===== src/rtl/hue_wheel_pattern_generator_unit_defines.svh =====
// assertion macros for the hue wheel pattern generator
`ifndef HUE_WHEEL_PATTERN_GENERATOR_UNIT_DEFINES_SVH
`define HUE_WHEEL_PATTERN_GENERATOR_UNIT_DEFINES_SVH

// implication checked on every clock edge outside reset
`define HWP_ASSERT_IMP(label, ante, cons, msg) \
  label: assert property (@(posedge clk) disable iff (rst) (ante) |-> (cons)) else $error(msg);

// next-cycle implication checked outside reset
`define HWP_ASSERT_NEXT(label, ante, cons, msg) \
  label: assert property (@(posedge clk) disable iff (rst) (ante) |=> (cons)) else $error(msg);

`endif


===== src/rtl/hwp_pkg.sv =====
// ----------------------------------------------------------------------------
// hwp_pkg
// shared types, constants and tables of the hue wheel pattern generator
// ----------------------------------------------------------------------------
`default_nettype none
package hwp_pkg;

  localparam int DimW      = 13;
  localparam int CntW      = 12;
  localparam int MaxDim    = 4096;
  localparam int AngBits   = 12;
  localparam int QSteps    = 1 << (AngBits - 2);
  localparam int QBits     = AngBits - 2;
  localparam int Fine      = 3 << (AngBits + 1);
  localparam int PhW       = 15;
  localparam int ProdW     = 26;
  localparam int BndW      = 31;
  // channel levels of the even phases of a quarter turn
  localparam int ChanDepth = Fine / 8 + 1;
  localparam int ChanIdxW  = 12;

  typedef enum logic [2:0] {
    ST_IDLE,
    ST_SETUP,
    ST_FETCH,
    ST_STEP,
    ST_RED,
    ST_GREEN,
    ST_BLUE,
    ST_OUT
  } hwp_state_t;

  // color channel, also the number of thirds of a turn added to the hue
  typedef enum logic [1:0] {
    CH_RED,
    CH_GREEN,
    CH_BLUE
  } hwp_chan_t;

  typedef struct packed {
    logic      load;
    logic      setup;
    logic      fetch;
    logic      step;
    logic      chan_rd;
    hwp_chan_t chan_sel;
    logic      keep_red;
    logic      keep_green;
    logic      publish;
  } hwp_cmd_t;

  typedef struct packed {
    logic search_done;
  } hwp_status_t;

  // sine in Q30 of a phase in [0, Fine/4], taylor series up to the 17th power
  function automatic logic [BndW-1:0] quarter_sine(input int unsigned p);
    logic [63:0] x, x2, term;
    longint s;
    x = (64'(p) * 64'd6746518852) / 64'(Fine);
    x2 = (x * x) >> 30;
    term = x;
    s = longint'(x);
    for (int i = 1; i <= 8; i++) begin
      term = ((term * x2) >> 30) / 64'((2 * i) * (2 * i + 1));
      if (i % 2 == 1) s = s - longint'(term);
      else s = s + longint'(term);
    end
    if (s < 0) s = 0;
    if (s > (longint'(1) << 30)) s = longint'(1) << 30;
    return BndW'(s);
  endfunction

  // channel level of a phase in [0, Fine/4]
  function automatic logic [7:0] chan_level(input int unsigned p);
    logic [63:0] v;
    v = (64'(quarter_sine(p)) * 64'd255 + 64'd16384) >> 30;
    return (v > 64'd255) ? 8'd255 : v[7:0];
  endfunction

endpackage
`default_nettype wire


===== src/rtl/hwp_ctrl.sv =====
// ----------------------------------------------------------------------------
// hwp_ctrl
// sequencer: setup, binary search for the hue, color lookup, result register
// ----------------------------------------------------------------------------
`default_nettype none
module hwp_ctrl import hwp_pkg::*; (
  input  wire         clk,
  input  wire         rst,
  input  wire         in_take,
  input  wire         out_taken,
  input  hwp_status_t status,
  output hwp_cmd_t    cmd,
  output logic        busy,
  output logic        out_valid
);

  hwp_state_t state, state_next;
  logic       out_free;

  // state register
  always_ff @(posedge clk) begin
    if (rst) state <= ST_IDLE;
    else state <= state_next;
  end

  // result register occupancy
  always_ff @(posedge clk) begin
    if (rst) out_valid <= 1'b0;
    else if (cmd.publish) out_valid <= 1'b1;
    else if (out_taken) out_valid <= 1'b0;
  end

  assign out_free = !out_valid || out_taken;

  // next state
  always_comb begin
    state_next = state;
    case (state)
      ST_IDLE:  if (in_take) state_next = ST_SETUP;
      ST_SETUP: state_next = ST_FETCH;
      ST_FETCH: state_next = status.search_done ? ST_RED : ST_STEP;
      ST_STEP:  state_next = ST_FETCH;
      ST_RED:   state_next = ST_GREEN;
      ST_GREEN: state_next = ST_BLUE;
      ST_BLUE:  state_next = ST_OUT;
      ST_OUT:   if (out_free) state_next = ST_IDLE;
      default:  state_next = ST_IDLE;
    endcase
  end

  // outputs
  always_comb begin
    cmd = '0;
    busy = 1'b1;
    case (state)
      ST_IDLE:  begin busy = 1'b0; cmd.load = in_take; end
      ST_SETUP: cmd.setup = 1'b1;
      ST_FETCH: cmd.fetch = !status.search_done;
      ST_STEP:  cmd.step = 1'b1;
      ST_RED:   begin cmd.chan_rd = 1'b1; cmd.chan_sel = CH_RED; end
      ST_GREEN: begin
        cmd.chan_rd = 1'b1;
        cmd.chan_sel = CH_GREEN;
        cmd.keep_red = 1'b1;
      end
      ST_BLUE:  begin
        cmd.chan_rd = 1'b1;
        cmd.chan_sel = CH_BLUE;
        cmd.keep_green = 1'b1;
      end
      ST_OUT:   cmd.publish = out_free;
      default:  busy = 1'b1;
    endcase
  end

endmodule
`default_nettype wire


===== config.mk =====
export PLATFORM = sky130hd
export DESIGN_NAME = hwp_ctrl
export DESIGN_NICKNAME = d
export VERILOG_FILES = /design/src/rtl/hue_wheel_pattern_generator_unit_defines.svh /design/src/rtl/hwp_pkg.sv /design/src/rtl/hwp_ctrl.sv
export SDC_FILE = /design/constraint.sdc
export NUM_CORES = 1
export LEC_CHECK = 0
export BUFFER_PORTS_ARGS = -buffer_cell sky130_fd_sc_hd__buf_4
export CAP_MARGIN = 0
export CORE_AREA = 2 2 39 41
export CTS_BUF_LIST = sky130_fd_sc_hd__clkbuf_2
export DETAILED_ROUTE_END_ITERATION = 6
export DIE_AREA = 0 0 41 43
export MAX_ROUTING_LAYER = met4
export PLACE_DENSITY = 0.43
export SLEW_MARGIN = 25
export SYNTH_ARGS = -nofsm -noshare
export SYNTH_HDL_FRONTEND = slang
export SYNTH_SLANG_ARGS = --single-unit

===== constraint.sdc =====
create_clock -name clk -period 1.3 [get_ports clk]
set_input_delay 0.13 -clock clk [delete_from_list [all_inputs] [get_ports clk]]
set_output_delay 0.13 -clock clk [all_outputs]
set_load 0.005 [all_outputs]

# [Yosys cells after proc, flatten, opt, wreduce, memory -nomap -nowiden]
# Cells that the tools add are included.
[word_totals] elab_cells=33 reg_bits=4 input_bits=5 output_inout_bits=12
[classes] n_reduce_logical=7 n_eq_ne=9 mux=15
[ops] cell="$pmux 3 s7" count=1
[ops] cell="$eq 3x3->1 const B" count=4
[ops] cell="$mux 1" count=10
[ops] cell="$mux 3" count=3
[ops] cell="$pmux 3 s3" count=1
[ops] cell="$eq 3x2->1 const B" count=2
[ops] cell="$ne 2x2->1 const B" count=2
[ops] cell="$eq 3x1->1 const B" count=1
[ops] cell="$logic_not 3->1" count=1
[ops] cell="$logic_not 1->1" count=2
[ops] cell="$reduce_and 2->1" count=1
[ops] cell="$reduce_bool 2->1" count=1
[ops] cell="$reduce_or 2->1" count=1
[ops] cell="$logic_or 1x1->1" count=1

# [Longest topological paths before layout]
# Gate-level depths: netlist of the first run.
[depth] depth_word=4 mapped_depth=4 ltp_nobuf=3

# [Worst setup path before layout of the first run]
# OpenSTA, ideal clock, no wires.
[synth_timing] path_kind="register -> output" from="register state[1]" to="output cmd[9] in the netlist's numbering" n_path_buf=1 path_slack_ns=0.290 arrival_time_ns=0.880 required_time_ns=1.170 path_stages_with_launch=4 cell_sequence="dfxtp_1 > buf_6 > or3_4 > nor2_2"
[synth_rtl] item="start: declaration" line_no="hwp_ctrl.sv:17" text="hwp_state_t state, state_next;"
[synth_rtl] item="start signal: assignment" line_no="hwp_ctrl.sv:23" text="else state <= state_next;"
[synth_rtl] item="end: declaration" line_no="hwp_ctrl.sv:12" text="output hwp_cmd_t cmd,"

==> results.toml, run 1 <==
[timing]
fin_skew_ns = 0.00474
worst_slew_pin_slew_ns = 0.258
slew_headroom_pct = 82.7
period_minus_slack_ns = 1.25
fin_ws_ns = 0.0524
timing.hold.ws_ns = 0.110
max_freq_mhz = 802
slew_viol_final = 0
rsz0062_at_grt = "true"
period_share_pct = 96.0
hold_viol = 0
finalSetupViolations = 0

[power_and_ir_drop]
power.density_nw_per_um2 = 975
p_leak_uw = 0.000217
vdd_drop_max_mv = 0.397

[finish]
layout.nets = 61
drive_above_1_share_pct = 48.1
n_antenna_cell = 0
area_growth_syn_to_layout_pct = 56.7
post-route-util_pct = 30.5

[clock_tree]
clk_pin_slew_worst_paths_ns = 0.04
cts_root_buf = "clkbuf_2"
cts_tree = "done"
cts.sinks = 4
htree_num_levels = 1
numCtsBuffers = 3
ctsHoldBuffers = 0
clockBufferDepth = 2
clock_latency_ns = 0.20

[detailed_routing]
ant_nets = 0
dr_wl_met2_um = 300
wl_per_cell_um = 8.76
highest_layer = "met3"
vias = 283
drt_iter0_drc = 0
post-route-drc-count = 0
wl_met1_um = 273
viasPerCell = 4.04
route.met3.wl_um = 39
drt_pass1_iterations = 1
wl_um = 613

[synthesis]
yosysSeqAreaShare_pct = 29.8
yosys.area.top_type = "dfxtp_1"
yosysWarnings = 0
syn_area_per_cell_sq_um = 7.47
synth_flop_cell = "dfxtp_1"
yosysMostFrequentCell = "dfxtp_1"
synth_edf_count = 0
async_flop_share_pct = 0
syn_area_sq_um = 269
syn_nets = 41
synth_cells = 36
netlist_top_cells_area = "dfxtp_1 30%, and3_1 7.0%, nor2b_1 7.0%"
synth.top_cell.area_share_pct = 29.8
synth_cell_types = 21
ys_ff_latch = 4

[setup_path]
crit_arrival_ns = 1.12
critical-path-top-delay-family = "simple AND/OR/NAND/NOR gates"
cp-start-kind = "register"
cp.required_ns = 1.17
crit_type = "register to output pin"
path_buf_inv = 1
cp_cell_sequence = "or3_4, nor2_2, buf_4"
end_kind = "output pin"
path_max_fanout = 5
slowest_delay_ns = 0.39
crit_slowest_cell = "or3_4"
reg2reg_slack_ns = 0.17

[place]
gp_congestion = 0.693
post-place-ws_ns = 0.130
portBuffers = 16
hpwl_um = 478

[global_routing]
grt_pass1_wl_um = 945
antenna_found_initial = 0
globalRouteOverflowTotal = 0
grt_start_max_net_pins = 15
grt_pass1_vias = 252
grtUsageTotal_pct = 8.02

[floorplanning]
die_area_sq_um = 1760
design.core.area_sq_um = 1380
die_y_um = 43
die-width_um = 41
io_pins = 17
initial_core_util_pct = 19.4
std_cell_rows = 14

[job]
maxCapViolCount = 0

[status]
status = "completed"

[worst_hold_path]
hold_path_class = "primary input to register"
power by group:
part           total (uW)  leakage (uW)  internal, uW  switching (uW)
registers             162     0.0000345           138            24.0
clock network         108     0.0000125          62.0            45.6
logic                 142      0.000170          86.2            55.4
registers in the layout, summed over array words and instances, names as in the netlist:
signal	cells
state	3
out_valid	1
final timing paths:
| check | start | end | depth (start not counted) |
|---|---|---|---|
| max | state[0]$_SDFFE_PP0P_ | cmd[9] | 3 |
| min | rst | state[0]$_SDFFE_PP0P_ | 2 |
| max reg2reg | state[1]$_SDFFE_PP0P_ | state[0]$_SDFFE_PP0P_ | 4 |
| min reg2reg | state[2]$_SDFFE_PP0P_ | state[0]$_SDFFE_PP0P_ | 2 |
stage by stage:
stage | std cells | instance area [sq um] | TNS [ns] | total power (uW)
after floorplan | 36 | 269 | 0 | 238
final | 70 | 422 | 0 | 411
after global routing | 70 | 422 | -0.00798 | 442
after detailed placement | 65 | 385 | 0 | 295
after global placement | 65 | 385 | 0 | 298
after CTS | 68 | 404 | 0 | 411
cell usage in the layout (no fill, tap or decap), types with 2 or more instances in the layout:
| master | netlist | final |
|---|---|---|
| nor2b_1 | 3 | 3 |
| nand3_1 | 2 | 2 |
| buf_4 | 1 | 17 |
| dfxtp_4 | 0 | 2 |
| nor3_1 | 3 | 3 |
| a21oi_1 | 3 | 3 |
| and3_1 | 3 | 3 |
| nor2_1 | 2 | 2 |
| clkbuf_2 | 0 | 4 |
| inv_1 | 3 | 3 |
what timing repair did:
item / 4_1_cts / 5_1_grt
gates resized for setup: 3 / 2
buffers inserted: 0 / 2
setup endpoints to repair: 4 / 2
endpoints found under the hold margin: 0 / 0
cell families (layout without fill, tap and decap cells):
| family | count (synthesis) | after routing | share of synthesized area (%) |
|---|---|---|---|
| AO/OA/AOI/OAI | 7 | 7 | 15.8 |
| buffers and inverters | 6 | 24 | 13.0 |
| flip-flops | 4 | 4 | 29.8 |
| AND/OR/NAND/NOR | 19 | 19 | 41.4 |
area by class of cell:
class / count / area, sq um
clock buffers: 3 / 15.0
multi-input cells: 26 / 154
inverters: 3 / 11.3
fillers: 156 / 962
flip-flops and latches: 4 / 88.8
repair buffers: 18 / 133
well taps: 16 / 20.0
layer usage:
| layer | up-vias | track usage, % |
|---|---|---|
| met4 | 0 | 6.00 |
| met3 | 0 | 1.57 |
| li1 | 157 | - |
| met5 | - | - |
| met2 | 7 | 11.9 |
| met1 | 119 | 9.00 |
(Power assumes the default switching activity.)
==> run 2: changes to the inputs <==
==> constraint.sdc (replaced) <==
create_clock -name clk -period 1.59 [get_ports clk]
set_input_delay 0.159 -clock clk [delete_from_list [all_inputs] [get_ports clk]]
set_output_delay 0.159 -clock clk [all_outputs]
set_load 0.005 [all_outputs]
==> results.toml, run 2 (synthesis gave the netlist of run 1 again) <==
[status]
status = "completed"

[place]
hpwl_um = 478
gp_congestion = 0.693
portBuffers = 16

[floorplanning]
die-width_um = 41
design.core.area_sq_um = 1380
std_cell_rows = 14
die_area_sq_um = 1760
io_pins = 17
die_y_um = 43
initial_core_util_pct = 19.4

[power_and_ir_drop]
power.density_nw_per_um2 = 814
p_comb_share_pct = 31.9
p_switching_uw = 99.7
seq_power_share_pct = 41.3
p_leak_uw = 0.000206
p_sw_share_pct = 30.6
power.internal_uw = 226
clkPwrFrac_pct = 26.8
vdd_drop_max_mv = 0.333
power_uw = 326

[global_routing]
grt_start_max_net_pins = 15
grt_pass1_wl_um = 945
grt_pass1_vias = 252
antenna_found_initial = 0
globalRouteOverflowTotal = 0
grtUsageTotal_pct = 8.02

[timing]
tns_ns = 0
period_share_pct = 88.9
max_freq_mhz = 707
fin_skew_ns = 0.00594
rsz0062_at_grt = "false"
timing.hold.ws_ns = 0.144
worst_slew_pin_slew_ns = 0.382
slew_viol_final = 0
slew_headroom_pct = 74.5
hold_viol = 0
period_minus_slack_ns = 1.41
finalSetupViolations = 0

[detailed_routing]
wl_um = 595
drt_pass1_iterations = 1
drt_iter0_drc = 0
vias = 277
viasPerCell = 4.07
post-route-drc-count = 0
ant_nets = 0
wl_per_cell_um = 8.75

[clock_tree]
htree_num_levels = 1
cts.sinks = 4
postCtsSetupBuffers = 0
clock_latency_ns = 0.20
ctsResizeCount = 0
clockBufferDepth = 2
ctsHoldBuffers = 0
cts_root_buf = "clkbuf_2"
cts_tree = "done"
numCtsBuffers = 3
clk_pin_slew_worst_paths_ns = 0.04

[setup_path]
cp.required_ns = 1.43
path_max_fanout = 11
slowest_delay_ns = 0.49
cp-start-kind = "register"
crit_arrival_ns = 1.25
critical-path-top-delay-family = "flip-flops"
path_buf_inv = 2
end_kind = "output pin"
cp_cell_sequence = "inv_1, nor4_1, buf_4"
reg2reg_slack_ns = 0.45
crit_slowest_cell = "dfxtp_1"
crit_type = "register to output pin"

[finish]
n_fill_cell = 159
register_area_sq_um = 80.1
area_growth_syn_to_layout_pct = 48.8
reg_top3 = "state (3), out_valid (1)"
final_cell_mix = "16 x buf_4, 4 x dfxtp_1"
multi_input_area_sq_um = 154
largest_reg_flops = 3
post-route-util_pct = 28.9
drive_above_1_share_pct = 40.4
layout_commonest_cell = "buf_4"
layout.nets = 59
n_antenna_cell = 0
regMostFlops = "state"

[worst_hold_path]
hold_path_class = "primary input to register"

[job]
maxCapViolCount = 0
==> run 2: cell types whose count changed in the layout (fill, tap and decap cells not counted) <==
cell / before / now
dfxtp_1: 1 / 4
clkbuf_2: 4 / 3
dfxtp_2: 1 / 0
buf_4: 17 / 16
dfxtp_4: 2 / 0
==> run 2: layer usage <==
| layer | up-vias | wire length, um | global-route usage (%) |
|---|---|---|---|
| li1 | 154 | - | - |
| met1 | 116 | 268 | 9.00 |
| met2 | 7 | 287 | 11.9 |
| met3 | 0 | 39 | 1.57 |
| met4 | 0 | 0 | 6.00 |
| met5 | - | 0 | - |
==> run 2: per-stage QoR <==
stage,setup slack [ns],std cells,instance area [sq um]
after floorplan,0.551,36,269
after global placement,0.403,65,385
after detailed placement,0.391,65,385
after CTS,0.165,68,400
after global routing,0.0536,68,400
final,0.176,68,400
==> run 2: path summary, 6_finish.rpt <==
path | startpoint | end | cells past startpoint
worst max register to register | state[1]$_SDFFE_PP0P_ | state[0]$_SDFFE_PP0P_ | 3
worst min register to register | state[1]$_SDFFE_PP0P_ | state[0]$_SDFFE_PP0P_ | 2
worst max-delay path | state[1]$_SDFFE_PP0P_ | cmd[7] | 3
worst min-delay path | rst | out_valid$_SDFFE_PP0P_ | 2
==> run 2: final cells by class <==
type                            count  share of cell area [%]
Tap cell                           16                    5.00
Inverter                            3                    2.81
Clock buffer                        3                    3.75
Timing Repair Buffer               16                    30.0
Multi-Input combinational cell     26                    38.4
Sequential cell                     4                    20.0
==> run 2: power groups by stage <==
stage	clock, uW	combinational (uW)	sequential, uW
finish	87.4	104	135
global route	95.4	117	139
CTS	94.0	106	134
detailed placement	0	105	136
global placement	0	107	136
floorplan	0	73.7	121
==> run 2: worst register-to-register path: cells and delay by family, from the launching register on <==
kind	cells	cell delay, ns
AND/OR/NAND/NOR	1	0.22
flip-flops	1	0.49
AO/OA/AOI/OAI	2	0.32
